## src/design/mrb_pkg.sv

```systemverilog
// ----------------------------------------------------------------------------
// Multitouch report builder package
// Shared types and constants for the report builder controller and datapath.
// ----------------------------------------------------------------------------
package mrb_pkg;

  localparam int unsigned CMD_W     = 2;
  localparam int unsigned ID_W      = 8;
  localparam int unsigned COORD_W   = 16;
  localparam int unsigned TIME_W    = 16;
  localparam int unsigned RID_W     = 8;
  localparam int unsigned ACT_W     = 3;

  localparam logic [RID_W-1:0] RID_RESET = 8'd1;
  localparam logic [ACT_W-1:0] ACT_SAT   = 3'd7;

  typedef enum logic [CMD_W-1:0] {
    CMD_SET     = 2'd0,
    CMD_RELEASE = 2'd1,
    CMD_REPORT  = 2'd2
  } mrb_cmd_e;

  typedef enum logic {
    ST_IDLE,
    ST_REPORT
  } mrb_state_e;

  typedef struct packed {
    logic accept;
    logic emit;
  } mrb_ctrl_t;

  typedef struct packed {
    logic in_valid;
    logic is_report;
    logic out_free;
    logic slot_last;
  } mrb_status_t;

endpackage

```

## src/design/mrb_ctrl.sv

```systemverilog
// ----------------------------------------------------------------------------
// Multitouch report builder controller
// Sequences command acceptance and the slot-by-slot emission of a report.
// ----------------------------------------------------------------------------
module mrb_ctrl (
  input  logic                clk_i,
  input  logic                rst_ni,
  input  mrb_pkg::mrb_status_t status_i,
  output mrb_pkg::mrb_ctrl_t   ctrl_o,
  output logic                in_ready_o
);
  import mrb_pkg::*;

  mrb_state_e state_q, state_d;

  always_ff @(posedge clk_i or negedge rst_ni) begin
    if (!rst_ni) begin
      state_q <= ST_IDLE;
    end else begin
      state_q <= state_d;
    end
  end

  always_comb begin
    state_d = state_q;
    case (state_q)
      ST_IDLE: begin
        if (status_i.in_valid && status_i.is_report) begin
          state_d = ST_REPORT;
        end
      end
      ST_REPORT: begin
        if (status_i.out_free && status_i.slot_last) begin
          state_d = ST_IDLE;
        end
      end
      default: state_d = ST_IDLE;
    endcase
  end

  always_comb begin
    in_ready_o    = 1'b0;
    ctrl_o.accept = 1'b0;
    ctrl_o.emit   = 1'b0;
    case (state_q)
      ST_IDLE: begin
        in_ready_o    = 1'b1;
        ctrl_o.accept = status_i.in_valid;
      end
      ST_REPORT: begin
        ctrl_o.emit = status_i.out_free;
      end
      default: begin
        in_ready_o = 1'b0;
      end
    endcase
  end

  a_emit_only_in_report: assert property (@(posedge clk_i) disable iff (!rst_ni)
    ctrl_o.emit |-> (state_q == ST_REPORT) && !in_ready_o)
    else $error("Slot emitted outside a report.");

  a_last_slot_returns_idle: assert property (@(posedge clk_i) disable iff (!rst_ni)
    (ctrl_o.emit && status_i.slot_last) |=> (state_q == ST_IDLE))
    else $error("Controller did not return to idle after the final slot.");

endmodule

```

## src/design/mrb_dp.sv

```systemverilog
// ----------------------------------------------------------------------------
// Multitouch report builder datapath
// Contact table, active count, report slot walker and the output register.
// ----------------------------------------------------------------------------
module mrb_dp #(
  parameter int unsigned MAX_CONTACTS = 5
) (
  input  logic                              clk_i,
  input  logic                              rst_ni,
  input  mrb_pkg::mrb_ctrl_t                ctrl_i,
  output mrb_pkg::mrb_status_t              status_o,
  input  logic                              in_valid_i,
  input  logic [mrb_pkg::CMD_W-1:0]         cmd_i,
  input  logic [mrb_pkg::ID_W-1:0]          contact_id_i,
  input  logic [mrb_pkg::COORD_W-1:0]       pos_x_i,
  input  logic [mrb_pkg::COORD_W-1:0]       pos_y_i,
  input  logic [mrb_pkg::TIME_W-1:0]        scan_ms_i,
  input  logic                              cfg_valid_i,
  input  logic [mrb_pkg::RID_W-1:0]         cfg_data_i,
  output logic                              out_valid_o,
  input  logic                              out_ready_i,
  output logic [mrb_pkg::RID_W-1:0]         out_report_id_o,
  output logic                              slot_tip_o,
  output logic [mrb_pkg::ID_W-1:0]          slot_contact_o,
  output logic [mrb_pkg::COORD_W-1:0]       slot_x_o,
  output logic [mrb_pkg::COORD_W-1:0]       slot_y_o,
  output logic [mrb_pkg::TIME_W-1:0]        scan_units_o,
  output logic [mrb_pkg::ACT_W-1:0]         active_count_o,
  output logic                              last_slot_o
);
  import mrb_pkg::*;

  localparam int unsigned IDX_W = (MAX_CONTACTS > 1) ? $clog2(MAX_CONTACTS) : 1;
  localparam int unsigned CNT_W = $clog2(MAX_CONTACTS + 1);
  localparam logic [IDX_W-1:0] SLOT_LAST = IDX_W'(MAX_CONTACTS - 1);

  logic [RID_W-1:0]        rid_q;
  logic [MAX_CONTACTS-1:0] active_q, active_d;
  logic [CNT_W-1:0]        count_q, count_d;
  logic [COORD_W-1:0]      xs_q [MAX_CONTACTS];
  logic [COORD_W-1:0]      ys_q [MAX_CONTACTS];
  logic [MAX_CONTACTS-1:0] pend_q, pend_d;
  logic [IDX_W-1:0]        slot_q, slot_d;
  logic [TIME_W-1:0]       units_q;
  logic [ACT_W-1:0]        act_q;
  logic                    out_valid_q, out_valid_d;

  logic [RID_W-1:0]   o_rid_q;
  logic               o_tip_q;
  logic [ID_W-1:0]    o_contact_q;
  logic [COORD_W-1:0] o_x_q, o_y_q;
  logic [TIME_W-1:0]  o_units_q;
  logic [ACT_W-1:0]   o_act_q;
  logic               o_last_q;

  logic                    id_ok;
  logic [IDX_W-1:0]        wr_idx;
  logic [MAX_CONTACTS-1:0] low_bit;
  logic [IDX_W-1:0]        rd_idx;
  logic [ACT_W-1:0]        act_sat;
  logic [TIME_W-1:0]       units_calc;

  assign id_ok  = contact_id_i < ID_W'(MAX_CONTACTS);
  assign wr_idx = contact_id_i[IDX_W-1:0];

  assign low_bit    = pend_q & (~pend_q + MAX_CONTACTS'(1));
  assign units_calc = (scan_ms_i << 3) + (scan_ms_i << 1);
  assign act_sat    = (32'(count_q) > 32'(ACT_SAT)) ? ACT_SAT : ACT_W'(count_q);

  always_comb begin
    rd_idx = '0;
    for (int i = 0; i < MAX_CONTACTS; i++) begin
      if (low_bit[i]) begin
        rd_idx = rd_idx | IDX_W'(i);
      end
    end
  end

  assign status_o.in_valid  = in_valid_i;
  assign status_o.is_report = (cmd_i == CMD_REPORT);
  assign status_o.out_free  = !out_valid_q || out_ready_i;
  assign status_o.slot_last = (slot_q == SLOT_LAST);

  always_comb begin
    active_d = active_q;
    count_d  = count_q;
    if (ctrl_i.accept && id_ok) begin
      case (cmd_i)
        CMD_SET: begin
          active_d[wr_idx] = 1'b1;
          if (!active_q[wr_idx]) begin
            count_d = count_q + CNT_W'(1);
          end
        end
        CMD_RELEASE: begin
          active_d[wr_idx] = 1'b0;
          if (active_q[wr_idx]) begin
            count_d = count_q - CNT_W'(1);
          end
        end
        default: begin
          active_d = active_q;
        end
      endcase
    end
  end

  always_comb begin
    pend_d      = pend_q;
    slot_d      = slot_q;
    out_valid_d = out_valid_q;
    if (ctrl_i.accept && (cmd_i == CMD_REPORT)) begin
      pend_d = active_q;
      slot_d = '0;
    end else if (ctrl_i.emit) begin
      pend_d = pend_q & ~low_bit;
      slot_d = status_o.slot_last ? '0 : slot_q + IDX_W'(1);
    end
    if (ctrl_i.emit) begin
      out_valid_d = 1'b1;
    end else if (out_ready_i) begin
      out_valid_d = 1'b0;
    end
  end

  always_ff @(posedge clk_i or negedge rst_ni) begin
    if (!rst_ni) begin
      rid_q       <= RID_RESET;
      active_q    <= '0;
      count_q     <= '0;
      pend_q      <= '0;
      slot_q      <= '0;
      out_valid_q <= 1'b0;
    end else begin
      if (cfg_valid_i) begin
        rid_q <= cfg_data_i;
      end
      active_q    <= active_d;
      count_q     <= count_d;
      pend_q      <= pend_d;
      slot_q      <= slot_d;
      out_valid_q <= out_valid_d;
    end
  end

  always_ff @(posedge clk_i) begin
    if (ctrl_i.accept && (cmd_i == CMD_SET) && id_ok) begin
      xs_q[wr_idx] <= pos_x_i;
      ys_q[wr_idx] <= pos_y_i;
    end
    if (ctrl_i.accept && (cmd_i == CMD_REPORT)) begin
      units_q <= units_calc;
      act_q   <= act_sat;
    end
    if (ctrl_i.emit) begin
      o_rid_q   <= rid_q;
      o_units_q <= units_q;
      o_act_q   <= act_q;
      o_last_q  <= status_o.slot_last;
      if (pend_q != '0) begin
        o_tip_q     <= 1'b1;
        o_contact_q <= ID_W'(rd_idx);
        o_x_q       <= xs_q[rd_idx];
        o_y_q       <= ys_q[rd_idx];
      end else begin
        o_tip_q     <= 1'b0;
        o_contact_q <= '0;
        o_x_q       <= '0;
        o_y_q       <= '0;
      end
    end
  end

  assign out_valid_o     = out_valid_q;
  assign out_report_id_o = o_rid_q;
  assign slot_tip_o      = o_tip_q;
  assign slot_contact_o  = o_contact_q;
  assign slot_x_o        = o_x_q;
  assign slot_y_o        = o_y_q;
  assign scan_units_o    = o_units_q;
  assign active_count_o  = o_act_q;
  assign last_slot_o     = o_last_q;

  a_count_matches_flags: assert property (@(posedge clk_i) disable iff (!rst_ni)
    $countones(active_q) == 32'(count_q))
    else $error("Active count does not match the contact flags.");

  a_pending_subset: assert property (@(posedge clk_i) disable iff (!rst_ni)
    ctrl_i.emit |-> ((pend_q & ~active_q) == '0))
    else $error("Pending slot mask holds an inactive contact.");

  a_emit_loads_output: assert property (@(posedge clk_i) disable iff (!rst_ni)
    ctrl_i.emit |=> out_valid_q && (o_tip_q == $past(pend_q != '0)))
    else $error("Output register was not loaded by an emitted slot.");

endmodule

```

## src/design/multitouch_report_builder.sv

```systemverilog
// ----------------------------------------------------------------------------
// Multitouch report builder
// Keeps a table of touch contacts and emits compacted digitiser reports.
// ----------------------------------------------------------------------------
//  Channel  Direction  Handshake                  Word
//  in       input      in_valid_i / in_ready_o    cmd, contact id, x, y, scan ms
//  out      output     out_valid_o / out_ready_i  one report slot
//  cfg      input      cfg_valid_i / cfg_ready_o  report id
//
// Set and release words leave the controller idle and ready for the next word.
// A report word moves the controller to its report state, where the slot counter
// emits MAX_CONTACTS slots, one a cycle while the output is free, through the output register.
// Reset clears every contact flag and sets the report id to one.
// A stalled output holds the slot walker; the input is taken again once the
// final slot has entered the output register.
// ----------------------------------------------------------------------------
module multitouch_report_builder #(
  parameter int unsigned MAX_CONTACTS = 5
) (
  input  logic                        clk_i,
  input  logic                        rst_ni,
  input  logic                        in_valid_i,
  output logic                        in_ready_o,
  input  logic [mrb_pkg::CMD_W-1:0]   cmd_i,
  input  logic [mrb_pkg::ID_W-1:0]    contact_id_i,
  input  logic [mrb_pkg::COORD_W-1:0] pos_x_i,
  input  logic [mrb_pkg::COORD_W-1:0] pos_y_i,
  input  logic [mrb_pkg::TIME_W-1:0]  scan_ms_i,
  input  logic                        cfg_valid_i,
  output logic                        cfg_ready_o,
  input  logic [mrb_pkg::RID_W-1:0]   cfg_data_i,
  output logic                        out_valid_o,
  input  logic                        out_ready_i,
  output logic [mrb_pkg::RID_W-1:0]   out_report_id_o,
  output logic                        slot_tip_o,
  output logic [mrb_pkg::ID_W-1:0]    slot_contact_o,
  output logic [mrb_pkg::COORD_W-1:0] slot_x_o,
  output logic [mrb_pkg::COORD_W-1:0] slot_y_o,
  output logic [mrb_pkg::TIME_W-1:0]  scan_units_o,
  output logic [mrb_pkg::ACT_W-1:0]   active_count_o,
  output logic                        last_slot_o
);
  import mrb_pkg::*;

  mrb_ctrl_t   ctrl;
  mrb_status_t status;

  assign cfg_ready_o = 1'b1;

  mrb_ctrl u_ctrl (
    .clk_i      (clk_i),
    .rst_ni     (rst_ni),
    .status_i   (status),
    .ctrl_o     (ctrl),
    .in_ready_o (in_ready_o)
  );

  mrb_dp #(
    .MAX_CONTACTS (MAX_CONTACTS)
  ) u_dp (
    .clk_i           (clk_i),
    .rst_ni          (rst_ni),
    .ctrl_i          (ctrl),
    .status_o        (status),
    .in_valid_i      (in_valid_i),
    .cmd_i           (cmd_i),
    .contact_id_i    (contact_id_i),
    .pos_x_i         (pos_x_i),
    .pos_y_i         (pos_y_i),
    .scan_ms_i       (scan_ms_i),
    .cfg_valid_i     (cfg_valid_i),
    .cfg_data_i      (cfg_data_i),
    .out_valid_o     (out_valid_o),
    .out_ready_i     (out_ready_i),
    .out_report_id_o (out_report_id_o),
    .slot_tip_o      (slot_tip_o),
    .slot_contact_o  (slot_contact_o),
    .slot_x_o        (slot_x_o),
    .slot_y_o        (slot_y_o),
    .scan_units_o    (scan_units_o),
    .active_count_o  (active_count_o),
    .last_slot_o     (last_slot_o)
  );

endmodule

```

## config.mk

```make
export PLATFORM = sky130hd
export DESIGN_NAME = multitouch_report_builder
export DESIGN_NICKNAME = d
export VERILOG_FILES = /design/src/design/mrb_pkg.sv /design/src/design/mrb_ctrl.sv /design/src/design/mrb_dp.sv /design/src/design/multitouch_report_builder.sv
export SDC_FILE = /design/constraint.sdc
export NUM_CORES = 1
export LEC_CHECK = 0
export BUFFER_PORTS_ARGS = -buffer_cell sky130_fd_sc_hd__buf_2
export CAP_MARGIN = 20
export CORE_UTILIZATION = 50
export CTS_CLUSTER_SIZE = 14
export DETAILED_ROUTE_END_ITERATION = 6
export GPL_ROUTABILITY_DRIVEN = 0
export MAX_ROUTING_LAYER = met4
export PLACE_DENSITY_LB_ADDON = 0.08
export SLEW_MARGIN = 20
export SYNTH_ARGS = -nofsm -noshare
export SYNTH_HDL_FRONTEND = slang
export SYNTH_SLANG_ARGS = --single-unit
```

## constraint.sdc

```tcl
create_clock -name clk_i -period 4.85 [get_ports clk_i]
set_input_delay 0.7275 -clock clk_i [delete_from_list [all_inputs] [get_ports clk_i]]
set_output_delay 0.7275 -clock clk_i [all_outputs]
set_load 0.02 [all_outputs]
```

---- Word level (Yosys, flattened, before mapping) ----
Memories as Yosys holds them, arrays and structs flattened. A register that Yosys moved wholly into a read port is not among the register bits.
Index checks and enable logic that the tools add are counted.
cells by class
  order comparisons ....................... 3
  mux-type cells .......................... 28
  reductions and logical operators ........ 18
  add/sub/neg operators ................... 5
  bitwise operators ....................... 8
  eq/ne operators ......................... 5
operators with widths
  operator                                                                count
  3-bit two-way mux                                                       6
  16-bit adder                                                            1
  5-bit bitwise AND                                                       3
  5-bit inverter                                                          3
  1-bit two-way mux                                                       13
  5-bit two-way mux                                                       2
  5-bit case mux with 2 select lines                                      1
  8-bit by 3-bit < comparator with 1-bit output (second input constant)   1
  1-bit logical AND                                                       7
  3-bit by 1-bit adder with 3-bit output (second input constant)          2
  3-bit case mux with 2 select lines                                      1
  2-bit nonzero test                                                      3
  5-bit by 1-bit adder with 5-bit output (second input constant)          1
  5-bit bitwise OR                                                        1
  5-bit nonzero test                                                      1
  3-bit by 4-bit < comparator with 1-bit output (second input constant)   1
  2-bit two-way mux                                                       2
  4-bit AND reduction                                                     1
  1-bit binary-select mux with 3-bit select                               1
  1-bit demux with 3-bit select                                           1
  3-bit == test (second input constant)                                   1
  3-bit by 1-bit >= comparator with 1-bit output (second input constant)  1
  1-bit logical NOT                                                       3
  3-bit by 1-bit subtractor with 3-bit output (second input constant)     1
  9 further kinds                                                         9
storage, ports and cells
  bits of input ports ..................... 71
  flip-flop bits (word level) ............. 82
  output and inout bits ................... 72
  memory bits (writable) .................. 160
  word-level logic and storage cells ...... 85
  memories ................................ 2
memory list
  memory     depth  width  rd ports  clocked after Yosys merged registers in  write ports  RTL line      text
  u_dp.xs_q  5      16     1         1                                        1            mrb_dp.sv:40  logic [COORD_W-1:0] xs_q [MAX_CONTACTS];
  u_dp.ys_q  5      16     1         1                                        1            mrb_dp.sv:41  logic [COORD_W-1:0] ys_q [MAX_CONTACTS];

---- Logic depth before layout (Yosys ltp) ----
  word-level depth ........................ 7
  depth in mapped cells ................... 8
  depth with buffers taken out ............ 8

---- Modules after synthesis ----
From an unflattened synthesis, not the netlist that was laid out.
unflattened totals
  cell total of the unflattened synthesis .. 621
  area, all modules ....................... 10452.5 µm²
modules (own cells, without submodules)
  module                     sequential area each (µm²)  cells an instance  instances  area an instance (µm²)
  mrb_dp                     7863.8                      613                1          10385.0
  mrb_ctrl                   25.0                        6                  1          56.3
  multitouch_report_builder  0.0                         2                  1          11.3

---- Worst setup path after synthesis ----
OpenSTA, ideal clock, no wires.
  path type ............................... input-to-reg
  start point ............................. input port contact_id_i[7] (netlist name)
  end point ............................... memory u_dp.xs_q[1][0], enable pin
  required time ........................... 4.347 ns
  setup time .............................. 0.503 ns
  arrival ................................. 4.363 ns
  buffers on the path ..................... 0
  setup slack ............................. -0.016 ns
  cell stages on the path ................. 3
  cells stage by stage .................... nor4_4 -> nand4_1 -> nor4_1
between the ends
  cells in the longest elaborated chain, start to end .. 4
ends and longest elaborated chain
  element                                        RTL line                         text
  from (decl)                                    multitouch_report_builder.sv:25  input logic [mrb_pkg::ID_W-1:0] contact_id_i,
  8-bit by 3-bit < comparator with 1-bit output  mrb_dp.sv:63                     assign id_ok = contact_id_i < ID_W'(MAX_CONTACTS);
  1-bit logical AND                              mrb_dp.sv:147                    if (ctrl_i.accept && (cmd_i == CMD_SET) && id_ok) begin
  1-bit two-way mux                              mrb_dp.sv:147
  1-bit two-way mux (implied by the code)        mrb_dp.sv:148                    xs_q[wr_idx] <= pos_x_i;
  to (decl)                                      mrb_dp.sv:40
No other way between the ends.

---- Worst setup path in the final report ----
  start point ............................. register u_dp.pend_q[0]
  end point ............................... register u_dp.o_y_q[6], in the netlist u_dp.slot_y_o[6] (read register of u_dp.ys_q) (data pin)
between the ends
  cells in the longest elaborated chain, start to end .. 7
  elaborated cells between the ends (all ways) .. 9
  classes of those cells .................. add/sub (1); mux (4); bitwise (2); reduce/logical (2)
ends and longest elaborated chain
  element                                 RTL line       text
  from (decl)                             mrb_dp.sv:42   logic [MAX_CONTACTS-1:0] pend_q, pend_d;
  from (signal assigned)                  mrb_dp.sv:140  pend_q <= pend_d;
  5-bit inverter                          mrb_dp.sv:66   assign low_bit = pend_q & (~pend_q + MAX_CONTACTS'(1));
  5-bit by 1-bit adder with 5-bit output  mrb_dp.sv:66
  5-bit bitwise AND                       mrb_dp.sv:66
  1-bit two-way mux                       mrb_dp.sv:73   if (low_bit[i]) begin
  2-bit two-way mux (2 in a row)          mrb_dp.sv:73
  3-bit two-way mux                       mrb_dp.sv:73
  to (decl)                               mrb_dp.sv:51   logic [COORD_W-1:0] o_x_q, o_y_q;
Parallel ways exist; a longest one is shown, timed or not.
A chain may end at the register's enable or synchronous reset.

==> impl_metrics.csv <==
group,metric,value,unit
outcome,status,"completed",
clocking,ctsResizeCount,0,
yosys,avgSynthCellArea,17.2,µm²
setup_path,r2r_cells,5,
clocking,cts_tree,"yes",
grt,track_usage,0.188,
route,drc,0,
grt,antenna_found_initial,0,
yosys,synth_seq_cells,267,
setup_path,cp_max_fo,34,
die,io_pins,143,
timing,setup_viol,0,
timing,period_needed,2.86,ns
yosys,async_reset_ff_frac,0.0974,
timing,skew,0.0154,ns
power_and_ir_drop,switchingPower,1.64,mW
die,initial_core_util,0.514,
finish,n_antenna_cell,0,
grt,grt_max_degree,38,
die,row_count,52,
setup_path,arrival,3.10,ns
clocking,clock_sinks,267,
grt,grt-ovfl-total,0,
yosys,synth_area,10500,µm²
route,drtIter0Drc,356,
power_and_ir_drop,power_density,492,nW/µm²
die,dieWidth,147,µm
clocking,post-cts-setup-buffers,0,
timing,rsz0062_at_grt,"false",
setup_path,critPathKind,"reg2reg",
timing,hold_violations,0,
finish,final_nets,845,
setup_path,reg2reg_slack,1.99,ns
setup_path,crit_required,5.10,ns
finish,fill_cells,1585,
setup_path,reg2reg_from,"u_dp.pend_q[0]",
finish,area_growth,17.1,%
power_and_ir_drop,seqPwrFrac,0.479,
clocking,htreeDepth,1,
clocking,root_buffer,"clkbuf_16",
timing,timing.fmax,350,MHz
setup_path,cp_num_buf_inv,1,
grt,grt_pass1_wl,30400,µm
timing,fin_tns_setup,0,ns
placement,dpl.hpwl,11500,µm
yosys,synth_edf_count,241,
setup_path,cpMaxStageDelayCell,"dfrtp_1",
timing,finalMaxSlewViolations,0,
setup_path,rr_endpoint,"u_dp.slot_y_o[6]",
power_and_ir_drop,power_frac_clock,0.328,
timing,tightest_slew,0.915,ns
power_and_ir_drop,p_comb_frac,0.193,
clocking,clk_latency,0.52,ns
placement,port_buffers,134,
route,vias_per_cell,5.40,
timing,post-route-worst-setup-slack,1.99,ns
power_and_ir_drop,p_leak,4.74,nW
yosys,yosysWarnings,0,
worst_hold_path,hold_class,"in2async",
setup_path,start_kind,"register",
timing,maxSlewHeadroom,0.390,
grt,grt_pass1_vias,5860,
yosys,syn_inst,611,
finish,layout_commonest_cell,"edfxtp_1",
finish,seqCellArea,7890,µm²
setup_path,cp_top_family,"flip-flops",
yosys,ys_seq_area_frac,0.751,
finish,multi_input_area,2400,µm²
route,dr.pass1.iters,5,
finish,drive_above_1_share,0.298,
clocking,clock_path_buffers,3,
power_and_ir_drop,intPower,4.41,mW
job,maxCapViolations,0,
finish,final_cell_mix,"edfxtp_1, buf_2, mux2i_1",
clocking,cts_made_buffers,27,
die,dieArea,21600,µm²
route,wl,19300,µm
route,wl_per_cell,18.4,µm
power_and_ir_drop,vdd_drop_max,266,µV
route,via_count,5662,
timing,holdWs,0.223,ns
yosys,ys.flop_type,"edfxtp_1",
setup_path,crit_path_cell_trace,"o21bai_4 > buf_4 > mux2i_1 > mux2_2 > o21ai_1",
clocking,holdBufCountCts,0,
die,core_area,20400,µm²
placement,post-place-ws,1.93,ns
yosys,synth.distinct_cells,57,
setup_path,slowest_delay,0.93,ns
timing,min_period_over_period,0.589,
die,dieHeight,147,µm
route,drtAntennaViolNets,0,
power_and_ir_drop,swShare,0.272,
setup_path,cp-end-kind,"register",
clocking,cts.clk_slew.worst_paths,0.06,ns
## cell usage after synthesis, types with 8 or more instances
cell type | instances | area share
nand2_1 | 20 | 0.0071
o21ai_1 | 9 | 0.0043
mux2_2 | 24 | 0.026
o21ai_0 | 29 | 0.014
nor2_1 | 10 | 0.0036
clkbuf_1 | 13 | 0.0046
a222oi_1 | 16 | 0.015
a21oi_1 | 11 | 0.0052
dfrtp_1 | 25 | 0.060
ha_1 | 14 | 0.017
mux2i_1 | 53 | 0.050
edfxtp_1 | 241 | 0.69
buf_4 | 8 | 0.0057
inv_1 | 15 | 0.0054
o21ai_2 | 8 | 0.0067
xnor2_1 | 9 | 0.0075
nand3_1 | 19 | 0.0091
## cells by family (layout without fill, tap and decap cells)
| group | Yosys count | after routing | synth area share |
|---|---|---|---|
| and+or+nand+nor | 89 | 89 | 0.0481 |
| DFF | 267 | 267 | 0.751 |
| muxes | 78 | 78 | 0.0773 |
| other | 2 | 7 | 0.000715 |
| buffers and inverters | 48 | 211 | 0.0269 |
| AOI/OAI and AO/OA | 99 | 99 | 0.0656 |
| adders and majority gates | 16 | 16 | 0.0205 |
| xor gates and xnor gates | 12 | 12 | 0.0100 |
## layer usage
| layer | wire length [µm] | GRT usage |
|---|---|---|
| met5 | 0 | - |
| met3 | 1200 | 0.0354 |
| met4 | 272 | 0.0459 |
| met1 | 8080 | 0.235 |
| met2 | 9730 | 0.318 |
## sequential cells by signal, summed over array words and instances (netlist names), named ones only
signal                flops
u_ctrl.state_q            1
u_dp.act_q                3
u_dp.act_sat              3
u_dp.active_count_o       3
u_dp.last_slot_o          1
u_dp.out_report_id_o      8
u_dp.out_valid_o          1
u_dp.pend_q               5
u_dp.rid_q                8
u_dp.scan_units_o        15
u_dp.slot_contact_o       3
u_dp.slot_q               3
u_dp.slot_tip_o           1
u_dp.slot_x_o            16
u_dp.slot_y_o            16
u_dp.units_q             15
u_dp.xs_q                80
u_dp.ys_q                80
## how the worst max path moves through the flow
stage,startpoint,slack (ns),endpoint,cells after the start
floorplan,contact_id_i[7],0.65,u_dp.xs_q[0][0],4
global placement,contact_id_i[7],1.97,u_dp.ys_q[3][8],5
detailed placement,contact_id_i[7],1.93,u_dp.ys_q[3][8],5
CTS,u_dp.pend_q[0],1.99,u_dp.slot_y_o[6],5
global route,u_dp.pend_q[0],1.82,u_dp.slot_x_o[11],5
finish,u_dp.pend_q[0],1.99,u_dp.slot_y_o[6],5
## area by class of cell
class                           instances  area share
Clock buffer                           38      0.0615
Clock inverter                         12     0.00875
Inverter                               16     0.00498
Multi-Input combinational cell        301       0.195
Sequential cell                       267       0.641
Tap cell                              270      0.0275
Timing Repair Buffer                  145      0.0612
## power groups by stage
stage / sequential (mW) / combinational, mW / clock [mW]
CTS: 2.90 / 1.19 / 2.03
global placement: 2.94 / 1.17 / 0
floorplan: 3.18 / 0.601 / 0
finish: 2.90 / 1.17 / 1.98
global route: 2.92 / 1.27 / 2.12
detailed placement: 2.95 / 1.19 / 0
## per-stage QoR
| step | cells | power, mW | instance area, µm² | utilization |
|---|---|---|---|---|
| floorplan | 616 | 3.78 | 10500 | - |
| global placement | 999 | 4.11 | 11400 | 0.560 |
| detailed placement | 999 | 4.14 | 11400 | 0.560 |
| CTS | 1049 | 6.12 | 12300 | 0.602 |
| global route | 1049 | 6.32 | 12300 | 0.602 |
| finish | 1049 | 6.05 | 12300 | 0.602 |
No activity file was read; power rests on OpenSTA's default activity.
